## src/rtl/core/wbc_pkg.sv

```systemverilog
// shared constants, types and a helper function for the white blob centroid steering block
package wbc_pkg;

    // pixel, accumulator, config index and divide step widths
    localparam int PIX_W   = 8;
    localparam int WIDTH_W = 13;
    localparam int COL_W   = 12;
    localparam int COUNT_W = 25;
    localparam int SUM_W   = 36;
    localparam int MEAN_W  = 12;
    localparam int CFG_IDX_W = 2;
    localparam int STEP_W  = $clog2(SUM_W);

    localparam logic [PIX_W-1:0]   WHITE_LEVEL = '1;
    localparam logic [WIDTH_W-1:0] MAX_WIDTH   = 13'd4096;
    localparam logic [COUNT_W-1:0] COUNT_MAX   = '1;
    localparam logic [SUM_W-1:0]   SUM_MAX     = '1;
    localparam logic [MEAN_W-1:0]  MEAN_MAX    = '1;

    // reciprocal of three: x/3 == (x * RECIP_THIRD) >> RECIP_SHIFT for x below 2^14
    localparam int RECIP_THIRD = 10923;
    localparam int RECIP_SHIFT = 15;
    localparam int PROD_W      = 28;

    // reset values of the configuration registers
    localparam logic [WIDTH_W-1:0] RST_IMAGE_WIDTH = 13'd640;
    localparam logic [COUNT_W-1:0] RST_MIN_COUNT   = 25'd10;
    localparam logic [COUNT_W-1:0] RST_MAX_COUNT   = 25'd50000;

    // configuration register indexes
    localparam logic [CFG_IDX_W-1:0] CFG_IMAGE_WIDTH = 2'd0;
    localparam logic [CFG_IDX_W-1:0] CFG_MIN_COUNT   = 2'd1;
    localparam logic [CFG_IDX_W-1:0] CFG_MAX_COUNT   = 2'd2;

    // steering commands
    localparam logic [1:0] CMD_STOP    = 2'd0;
    localparam logic [1:0] CMD_LEFT    = 2'd1;
    localparam logic [1:0] CMD_RIGHT   = 2'd2;
    localparam logic [1:0] CMD_FORWARD = 2'd3;

    // queue between accumulation and decision
    localparam int QUEUE_DEPTH = 2;
    localparam int QPTR_W      = $clog2(QUEUE_DEPTH);
    localparam int QFILL_W     = $clog2(QUEUE_DEPTH + 1);

    // totals of one frame
    typedef struct packed {
        logic [SUM_W-1:0]   sum;
        logic [COUNT_W-1:0] count;
    } t_frame_stats;

    // decision thresholds
    typedef struct packed {
        logic [WIDTH_W-1:0] left_bound;
        logic [WIDTH_W-1:0] right_bound;
        logic [COUNT_W-1:0] min_count;
        logic [COUNT_W-1:0] max_count;
    } t_limits;

    // width clamped to 1..MAX_WIDTH
    function automatic logic [WIDTH_W-1:0] f_eff_width(input logic [WIDTH_W-1:0] w);
        logic [WIDTH_W-1:0] r;
        r = w;
        if (w == '0) begin
            r = WIDTH_W'(1);
        end else if (w > MAX_WIDTH) begin
            r = MAX_WIDTH;
        end
        return r;
    endfunction

endpackage

```

## src/rtl/core/wbc_front.sv

```systemverilog
// pixel front end: column tracking, white pixel count and column sum per frame
module wbc_front import wbc_pkg::*; (
    input  logic                i_clk,
    input  logic                i_rst_n,
    input  logic                i_in_valid,
    output logic                o_in_stall,
    input  logic [PIX_W-1:0]    i_red,
    input  logic [PIX_W-1:0]    i_green,
    input  logic [PIX_W-1:0]    i_blue,
    input  logic                i_frame_end,
    input  logic [WIDTH_W-1:0]  i_eff_width,
    input  logic                i_queue_full,
    output logic                o_push,
    output t_frame_stats        o_stats
);

    logic [COL_W-1:0]   r_col,   n_col;
    logic [COUNT_W-1:0] r_count, n_count;
    logic [SUM_W-1:0]   r_sum,   n_sum;

    logic               accept;
    logic               white;
    logic [COL_W-1:0]   col;
    logic [WIDTH_W-1:0] col_inc;
    logic [SUM_W:0]     sum_add;
    logic [COUNT_W-1:0] count_upd;
    logic [SUM_W-1:0]   sum_upd;

    assign o_in_stall = i_queue_full;
    assign accept     = i_in_valid && !i_queue_full;
    assign white      = (i_red == WHITE_LEVEL) && (i_green == WHITE_LEVEL)
                        && (i_blue == WHITE_LEVEL);

    // column of this pixel, forced back into range after a width change
    always_comb begin
        col = ({1'b0, r_col} >= i_eff_width) ? '0 : r_col;
        col_inc = {1'b0, col} + WIDTH_W'(1);
    end

    // saturating accumulation
    always_comb begin
        sum_add   = {1'b0, r_sum} + (SUM_W+1)'(col);
        count_upd = r_count;
        sum_upd   = r_sum;
        if (white) begin
            if (r_count != COUNT_MAX) begin
                count_upd = r_count + COUNT_W'(1);
            end
            sum_upd = sum_add[SUM_W] ? SUM_MAX : sum_add[SUM_W-1:0];
        end
    end

    assign o_push        = accept && i_frame_end;
    assign o_stats.sum   = sum_upd;
    assign o_stats.count = count_upd;

    // next state, frame end resets the column and the totals (count to one, sum to zero)
    always_comb begin
        n_col   = r_col;
        n_count = r_count;
        n_sum   = r_sum;
        if (accept) begin
            if (i_frame_end) begin
                n_col   = '0;
                n_count = COUNT_W'(1);
                n_sum   = '0;
            end else begin
                n_col   = (col_inc >= i_eff_width) ? '0 : col_inc[COL_W-1:0];
                n_count = count_upd;
                n_sum   = sum_upd;
            end
        end
    end

    always_ff @(posedge i_clk) begin
        if (!i_rst_n) begin
            r_col   <= '0;
            r_count <= COUNT_W'(1);
            r_sum   <= '0;
        end else begin
            r_col   <= n_col;
            r_count <= n_count;
            r_sum   <= n_sum;
        end
    end

endmodule

```

## src/rtl/core/wbc_queue.sv

```systemverilog
// short fifo of frame totals between the front end and the divider
module wbc_queue import wbc_pkg::*; (
    input  logic         i_clk,
    input  logic         i_rst_n,
    input  logic         i_push,
    input  t_frame_stats i_data,
    output logic         o_full,
    input  logic         i_pop,
    output logic         o_valid,
    output t_frame_stats o_data
);

    t_frame_stats        r_mem [QUEUE_DEPTH];
    logic [QPTR_W-1:0]   r_wr_ptr, n_wr_ptr;
    logic [QPTR_W-1:0]   r_rd_ptr, n_rd_ptr;
    logic [QFILL_W-1:0]  r_fill,   n_fill;
    logic                do_pop;

    assign o_full  = (r_fill == QFILL_W'(QUEUE_DEPTH));
    assign o_valid = (r_fill != '0);
    assign o_data  = r_mem[r_rd_ptr];
    assign do_pop  = i_pop && o_valid;

    // pointer and fill update
    always_comb begin
        n_wr_ptr = r_wr_ptr;
        n_rd_ptr = r_rd_ptr;
        n_fill   = r_fill;
        if (i_push) begin
            n_wr_ptr = (r_wr_ptr == QPTR_W'(QUEUE_DEPTH - 1)) ? '0 : r_wr_ptr + QPTR_W'(1);
        end
        if (do_pop) begin
            n_rd_ptr = (r_rd_ptr == QPTR_W'(QUEUE_DEPTH - 1)) ? '0 : r_rd_ptr + QPTR_W'(1);
        end
        if (i_push && !do_pop) begin
            n_fill = r_fill + QFILL_W'(1);
        end else if (!i_push && do_pop) begin
            n_fill = r_fill - QFILL_W'(1);
        end
    end

    always_ff @(posedge i_clk) begin
        if (!i_rst_n) begin
            r_wr_ptr <= '0;
            r_rd_ptr <= '0;
            r_fill   <= '0;
        end else begin
            r_wr_ptr <= n_wr_ptr;
            r_rd_ptr <= n_rd_ptr;
            r_fill   <= n_fill;
        end
    end

    // storage
    always_ff @(posedge i_clk) begin
        if (i_push) begin
            r_mem[r_wr_ptr] <= i_data;
        end
    end

endmodule

```

## src/rtl/core/wbc_back.sv

```systemverilog
// back end: bit-serial mean divide, steering decision and output register
module wbc_back import wbc_pkg::*; (
    input  logic                i_clk,
    input  logic                i_rst_n,
    input  logic                i_q_valid,
    input  t_frame_stats        i_q_data,
    output logic                o_q_pop,
    input  t_limits             i_limits,
    output logic                o_out_valid,
    input  logic                i_out_stall,
    output logic [1:0]          o_command,
    output logic [MEAN_W-1:0]   o_mean_column,
    output logic [COUNT_W-1:0]  o_white_count
);

    localparam logic [1:0] ST_IDLE = 2'd0;
    localparam logic [1:0] ST_DIV  = 2'd1;
    localparam logic [1:0] ST_DONE = 2'd2;

    logic [1:0]          r_state, n_state;
    logic [STEP_W-1:0]   r_step,  n_step;
    logic [SUM_W-1:0]    r_quo,   n_quo;
    logic [COUNT_W:0]    r_rem,   n_rem;
    logic [COUNT_W-1:0]  r_count, n_count;
    logic                r_out_valid, n_out_valid;
    logic [1:0]          r_cmd,   n_cmd;
    logic [MEAN_W-1:0]   r_mean,  n_mean;
    logic [COUNT_W-1:0]  r_wcnt,  n_wcnt;

    logic [COUNT_W:0]    rem_sh;
    logic                q_bit;
    logic [MEAN_W-1:0]   mean;
    logic [1:0]          cmd;
    logic                out_free;

    // one quotient bit per cycle
    always_comb begin
        rem_sh = {r_rem[COUNT_W-1:0], r_quo[SUM_W-1]};
        q_bit  = (rem_sh >= {1'b0, r_count});
    end

    // saturated mean and steering decision
    always_comb begin
        mean = (|r_quo[SUM_W-1:MEAN_W]) ? MEAN_MAX : r_quo[MEAN_W-1:0];
        if ((mean != '0) && ({1'b0, mean} < i_limits.left_bound)) begin
            cmd = CMD_LEFT;
        end else if ({1'b0, mean} > i_limits.right_bound) begin
            cmd = CMD_RIGHT;
        end else begin
            cmd = CMD_FORWARD;
        end
        if ((r_count < i_limits.min_count) || (r_count > i_limits.max_count)) begin
            cmd = CMD_STOP;
        end
    end

    assign out_free = !r_out_valid || !i_out_stall;
    assign o_q_pop  = (r_state == ST_IDLE) && i_q_valid;

    // sequencer
    always_comb begin
        n_state     = r_state;
        n_step      = r_step;
        n_quo       = r_quo;
        n_rem       = r_rem;
        n_count     = r_count;
        n_out_valid = r_out_valid;
        n_cmd       = r_cmd;
        n_mean      = r_mean;
        n_wcnt      = r_wcnt;
        if (r_out_valid && !i_out_stall) begin
            n_out_valid = 1'b0;
        end
        unique case (r_state)
            ST_IDLE: begin
                if (i_q_valid) begin
                    n_quo   = i_q_data.sum;
                    n_count = i_q_data.count;
                    n_rem   = '0;
                    n_step  = '0;
                    n_state = ST_DIV;
                end
            end
            ST_DIV: begin
                n_rem  = q_bit ? (rem_sh - {1'b0, r_count}) : rem_sh;
                n_quo  = {r_quo[SUM_W-2:0], q_bit};
                n_step = r_step + STEP_W'(1);
                if (r_step == STEP_W'(SUM_W - 1)) begin
                    n_state = ST_DONE;
                end
            end
            ST_DONE: begin
                if (out_free) begin
                    n_out_valid = 1'b1;
                    n_cmd       = cmd;
                    n_mean      = mean;
                    n_wcnt      = r_count;
                    n_state     = ST_IDLE;
                end
            end
            default: begin
                n_state = ST_IDLE;
            end
        endcase
    end

    always_ff @(posedge i_clk) begin
        if (!i_rst_n) begin
            r_state     <= ST_IDLE;
            r_out_valid <= 1'b0;
        end else begin
            r_state     <= n_state;
            r_out_valid <= n_out_valid;
        end
    end

    // datapath registers
    always_ff @(posedge i_clk) begin
        r_step  <= n_step;
        r_quo   <= n_quo;
        r_rem   <= n_rem;
        r_count <= n_count;
        r_cmd   <= n_cmd;
        r_mean  <= n_mean;
        r_wcnt  <= n_wcnt;
    end

    assign o_out_valid   = r_out_valid;
    assign o_command     = r_cmd;
    assign o_mean_column = r_mean;
    assign o_white_count = r_wcnt;

endmodule

```

## src/rtl/core/white_blob_centroid_steer.sv

```systemverilog
// top level: config registers, pixel front end, totals queue and divide/decide back end
// throughput: one pixel per cycle; the input stalls only when two frame totals are queued
// result path: queue, bit-serial restoring divide, done state, then the output register
// the back end pops new totals only once idle again; short frames fill the 2-entry queue
// reset: synchronous active low; width 640, limits 10 and 50000, column 0, count 1, sum 0
// no clearing pass: the block takes pixels in the first cycle after reset
module white_blob_centroid_steer import wbc_pkg::*; (
    input  logic                 i_clk,
    input  logic                 i_rst_n,
    input  logic                 i_in_valid,
    output logic                 o_in_stall,
    input  logic [PIX_W-1:0]     i_red,
    input  logic [PIX_W-1:0]     i_green,
    input  logic [PIX_W-1:0]     i_blue,
    input  logic                 i_frame_end,
    output logic                 o_out_valid,
    input  logic                 i_out_stall,
    output logic [1:0]           o_command,
    output logic [MEAN_W-1:0]    o_mean_column,
    output logic [COUNT_W-1:0]   o_white_count,
    input  logic                 i_cfg_valid,
    output logic                 o_cfg_ready,
    input  logic [CFG_IDX_W-1:0] i_cfg_index,
    input  logic [COUNT_W-1:0]   i_cfg_data
);

    logic [WIDTH_W-1:0] r_image_width;
    logic [COUNT_W-1:0] r_min_count;
    logic [COUNT_W-1:0] r_max_count;
    logic [WIDTH_W-1:0] r_left_bound;
    logic [WIDTH_W-1:0] r_right_bound;

    logic [WIDTH_W-1:0] eff_width;
    logic [PROD_W-1:0]  left_prod;
    logic [PROD_W-1:0]  right_prod;
    t_limits            limits;

    logic               q_push;
    logic               q_full;
    logic               q_pop;
    logic               q_valid;
    t_frame_stats       q_in;
    t_frame_stats       q_out;

    assign o_cfg_ready = 1'b1;

    // configuration registers
    always_ff @(posedge i_clk) begin
        if (!i_rst_n) begin
            r_image_width <= RST_IMAGE_WIDTH;
            r_min_count   <= RST_MIN_COUNT;
            r_max_count   <= RST_MAX_COUNT;
        end else if (i_cfg_valid) begin
            unique case (i_cfg_index)
                CFG_IMAGE_WIDTH: r_image_width <= i_cfg_data[WIDTH_W-1:0];
                CFG_MIN_COUNT:   r_min_count   <= i_cfg_data;
                CFG_MAX_COUNT:   r_max_count   <= i_cfg_data;
                default: ;
            endcase
        end
    end

    // zone bounds w/3 and 2w/3 by reciprocal multiply, registered
    assign eff_width  = f_eff_width(r_image_width);
    assign left_prod  = PROD_W'(eff_width) * PROD_W'(RECIP_THIRD);
    assign right_prod = PROD_W'({eff_width, 1'b0}) * PROD_W'(RECIP_THIRD);

    always_ff @(posedge i_clk) begin
        r_left_bound  <= WIDTH_W'(left_prod >> RECIP_SHIFT);
        r_right_bound <= WIDTH_W'(right_prod >> RECIP_SHIFT);
    end

    assign limits.left_bound  = r_left_bound;
    assign limits.right_bound = r_right_bound;
    assign limits.min_count   = r_min_count;
    assign limits.max_count   = r_max_count;

    wbc_front u_front (
        .i_clk        (i_clk),
        .i_rst_n      (i_rst_n),
        .i_in_valid   (i_in_valid),
        .o_in_stall   (o_in_stall),
        .i_red        (i_red),
        .i_green      (i_green),
        .i_blue       (i_blue),
        .i_frame_end  (i_frame_end),
        .i_eff_width  (eff_width),
        .i_queue_full (q_full),
        .o_push       (q_push),
        .o_stats      (q_in)
    );

    wbc_queue u_queue (
        .i_clk   (i_clk),
        .i_rst_n (i_rst_n),
        .i_push  (q_push),
        .i_data  (q_in),
        .o_full  (q_full),
        .i_pop   (q_pop),
        .o_valid (q_valid),
        .o_data  (q_out)
    );

    wbc_back u_back (
        .i_clk         (i_clk),
        .i_rst_n       (i_rst_n),
        .i_q_valid     (q_valid),
        .i_q_data      (q_out),
        .o_q_pop       (q_pop),
        .i_limits      (limits),
        .o_out_valid   (o_out_valid),
        .i_out_stall   (i_out_stall),
        .o_command     (o_command),
        .o_mean_column (o_mean_column),
        .o_white_count (o_white_count)
    );

    // no frame totals pushed into a full queue
    a_no_overflow: assert property (@(posedge i_clk) disable iff (!i_rst_n)
        !(q_push && q_full))
        else $error("frame totals pushed into full queue");

    // stop exactly when the count is outside the limits
    a_stop_rule: assert property (@(posedge i_clk) disable iff (!i_rst_n)
        o_out_valid |-> ((o_command == CMD_STOP) ==
            ((o_white_count < r_min_count) || (o_white_count > r_max_count))))
        else $error("stop command does not match count limits");

    // left turn needs a nonzero mean
    a_left_mean: assert property (@(posedge i_clk) disable iff (!i_rst_n)
        (o_out_valid && (o_command == CMD_LEFT)) |-> (o_mean_column != '0))
        else $error("left command with zero mean column");

    // count always includes the initial one
    a_count_nonzero: assert property (@(posedge i_clk) disable iff (!i_rst_n)
        o_out_valid |-> (o_white_count != '0))
        else $error("zero white count on result");

endmodule

```

## config.mk

```make
export PLATFORM = sky130hd
export DESIGN_NAME = white_blob_centroid_steer
export DESIGN_NICKNAME = d
export VERILOG_FILES = /design/src/rtl/core/wbc_pkg.sv /design/src/rtl/core/wbc_front.sv /design/src/rtl/core/wbc_queue.sv /design/src/rtl/core/wbc_back.sv /design/src/rtl/core/white_blob_centroid_steer.sv
export SDC_FILE = /design/constraint.sdc
export NUM_CORES = 1
export LEC_CHECK = 0
export BUFFER_PORTS_ARGS = -buffer_cell sky130_fd_sc_hd__buf_2
export CAP_MARGIN = 5
export CORE_MARGIN = 10
export CORE_UTILIZATION = 25
export DETAILED_ROUTE_END_ITERATION = 6
export HOLD_SLACK_MARGIN = 0.03
export SYNTH_ARGS = -nofsm -noshare
export SYNTH_HDL_FRONTEND = slang
export SYNTH_SLANG_ARGS = --single-unit
```

## constraint.sdc

```tcl
create_clock -name i_clk -period 6.9 [get_ports i_clk]
set_input_delay 1.38 -clock i_clk [delete_from_list [all_inputs] [get_ports i_clk]]
set_output_delay 1.38 -clock i_clk [all_outputs]
set_load 0.01 [all_outputs]
```

==> flow_metrics.py <==
metrics = {
    "status": {
        "status": "finished, final reports clean",
    },
    "synth": {
        "ys.flop_type": "edfxtp_1",
        "syn_inst": 2327,
        "syn_area_sq_um": 23900,
        "yosysMostFrequentCell": "nand2_1",
        "synth_area_leaders": "edfxtp_1 32%, dfxtp_1 13%, ha_1 11%",
        "synthArstFlopShare_pct": 0,
        "ys_ff_latch": 410,
        "yosysSeqAreaShare_pct": 44.9,
        "synth_edf_count": 253,
        "yosysUniqueCellTypes": 89,
        "synth_area_per_cell_sq_um": 10.3,
        "synth_top_area_share_pct": 31.7,
        "yosysWarnings": 0,
        "synthTopCellsByCount": "276 x nand2_1, 253 x edfxtp_1, 211 x ha_1, 202 x inv_1, 157 x dfxtp_1",
        "syn_nets": 2641,
        "synth_top_cell_by_area": "edfxtp_1",
    },
    "critical_path": {
        "endpoint_kind": "flip-flop",
        "crit_type": "reg -> reg",
        "required_ps": 7360,
        "reg2reg_slack_ps": 770,
        "crit_fanout": 10,
        "start_kind": "flip-flop",
        "critPathArrivalTime_ps": 6580,
        "ff2ff_path_depth": 19,
        "startpoint": "r_image_width[12]",
        "crit-reg2reg-launch": "r_image_width[12]",
    },
    "global_routing": {
        "track_usage_pct": 10.6,
        "grt_pass1_vias": 16600,
        "grt_start_max_net_pins": 80,
        "grt.overflow.total": 0,
        "grt_pass1_wl_microns": 93000,
        "antenna_found_initial": 2,
    },
    "final_layout": {
        "multi_input_area_sq_um": 12100,
        "area_delta_synth_final_pct": 14.2,
        "fin_util_pct": 28.8,
        "fin_nets": 2718,
        "fill_cells": 9891,
        "drive_above_1_share_pct": 10.2,
        "ff_latch_area_sq_um": 10700,
        "diodes": 0,
    },
    "power_and_ir_drop": {
        "power.density_nw_per_um2": 331,
        "p_total_mw": 9.05,
        "vdd_drop_max_mv": 0.241,
        "leakage_nw": 10.9,
    },
    "sta": {
        "setup_viol": 0,
        "min_period_ps": 6130,
        "max_slew.worst_pin.slew_ps": 1130,
        "relSlewSlack_pct": 24.5,
        "rsz0062_at_grt": "no",
        "final.setup.tns_ps": 0,
        "drv_slew": 0,
        "fin_ws_ps": 775,
        "layout_worst_path_cycle_share_pct": 88.8,
        "fin_skew_ps": 21.0,
        "max_freq_mhz": 163,
        "hold_violations": 0,
    },
    "clocking": {
        "cts_tree": "done",
        "insertion_delay_ps": 580,
        "cts_buffer_depth": 3,
        "clk_pin_slew_ps": 70,
        "post_cts_buffers": 0,
        "holdBufCountCts": 0,
        "cts_sinks": 410,
        "ctsResizeCount": 0,
        "cts-buffers-inserted": 46,
        "cts-root-buf": "clkbuf_16",
        "ctsHtreeMaxLevel": 2,
    },
    "die": {
        "dieArea_sq_um": 108000,
        "ios": 99,
        "num_rows": 113,
        "die_h_microns": 329,
        "core_area_sq_um": 95000,
        "die_w_microns": 329,
        "start_util_pct": 25.2,
    },
    "min_path": {
        "hp-start": "r_max_count[2]",
        "hp-class": "reg -> reg",
        "whs_path_depth": 2,
    },
    "route": {
        "avgRoutedWirePerCell_microns": 15.9,
        "first_pass_iters": 6,
        "viasPerCell": 4.59,
        "drc": 0,
        "drt_wl_total_microns": 58900,
        "drt-initial-drc-count": 1085,
        "drtAntennaViolNets": 0,
        "num_vias": 17000,
    },
    "placed_design": {
        "finalWeightedCongestion": 0.843,
        "port_buffers": 97,
        "dp_slack_ps": 834,
        "place_hpwl_microns": 42800,
    },
    "flow_run": {
        "maxCapViolations": 0,
    },
}
-- per-layer routing --
| metal | up-vias | routed length [microns] | track usage, % |
|---|---|---|---|
| li1 | 8476 | - | - |
| met1 | 8081 | 27400 | 14.2 |
| met2 | 388 | 27000 | 17.6 |
| met3 | 86 | 3230 | 1.76 |
| met4 | 2 | 1230 | 2.59 |
| met5 | - | 13 | 0 |
-- through the flow --
stage / std cells / hold WS, ps / area, sq um
final: 3707 / 466 / 27300
after global routing: 3707 / 486 / 27300
after CTS: 3707 / 468 / 27300
after detailed placement: 3621 / 460 / 25800
after global placement: 3621 / 452 / 25800
after floorplan: 2327 / 443 / 23900
-- sequential cells by signal, summed over array words and instances (netlist names), 2 cells and up, named ones only --
signal and cells:
u_front.r_col 12, u_back.r_quo 36, u_queue.r_mem 122, u_back.r_rem 25, u_back.r_count 25, r_right_bound 12
u_front.r_sum 36, r_min_count 25, u_front.r_count 25, r_image_width 13, r_max_count 25, u_back.o_white_count 25
u_back.o_command 2, u_back.o_mean_column 12, u_back.r_step 6, u_queue.r_fill 2, u_back.r_state 2
-- critical path: stages, from the launching register on --
cell	delay, ps
dfxtp_1	570
clkinv_1	350
nand2_1	220
inv_1	100
ha_1	370
fa_1	530
fa_1	550
inv_1	60
fa_1	500
fa_1	560
inv_1	40
ha_1	310
a211oi_1	350
o21ai_0	160
a31o_2	260
o21ai_1	290
a21oi_1	230
nor4_1	250
nor3_1	110
xor2_1	150
-- logic make-up (layout without fill, tap and decap cells) --
group / Yosys count / after routing / share of synthesized area (%)
AOI/OAI and AO/OA: 479 / 479 / 13.6
xor gates and xnor gates: 94 / 94 / 3.44
adders and majority gates: 257 / 257 / 14.9
buffers and inverters: 290 / 405 / 4.71
DFF: 410 / 410 / 44.9
muxes: 93 / 93 / 4.04
other: 2 / 2 / 0.0314
and+or+nand+nor: 702 / 702 / 14.4
-- placed cells by master (no fill, tap or decap), types with 12 or more instances in the layout --
master and n:
o211ai_1 17, a21boi_0 62, fa_1 46, buf_4 20
a21o_1 50, nor4_1 17, nand4_1 33, mux2_2 29
clkbuf_1 12, nand3_1 49, nor2b_1 23, inv_1 202
xnor2_1 52, nor3b_1 14, o21ai_0 125, o21a_1 16
nand2b_1 20, clkbuf_16 46, nand2_1 275, or3_1 21
nor2_1 115, and3_1 27, a31oi_1 27, buf_2 96
ha_1 211, xor2_1 42, a21oi_1 77, edfxtp_1 253
nor3_1 29, mux2i_1 64, and2_1 31, dfxtp_1 156
-- area by class of cell --
class	count	area share (%)
clock buffer	61	4.53
timing repair buffer	116	2.31
tap	1265	5.79
inverter	203	2.79
multi-input combinational	1627	44.3
clock inverter	25	0.998
sequential	410	39.3
-- worst paths after layout --
kind | to
worst max-delay path | r_right_bound[8]
worst min-delay path | r_max_count[2]
worst max register to register | r_right_bound[8]
worst min register to register | r_max_count[2]
-- where the power goes --
part / leakage [nW] / internal, mW / total (mW) / switching, mW
sequential: 3.60 / 3.20 / 3.66 / 0.456
clock: 0.725 / 1.40 / 2.42 / 1.02
combinational: 6.54 / 1.26 / 2.97 / 1.71
Power figures use the tool's default switching activity.
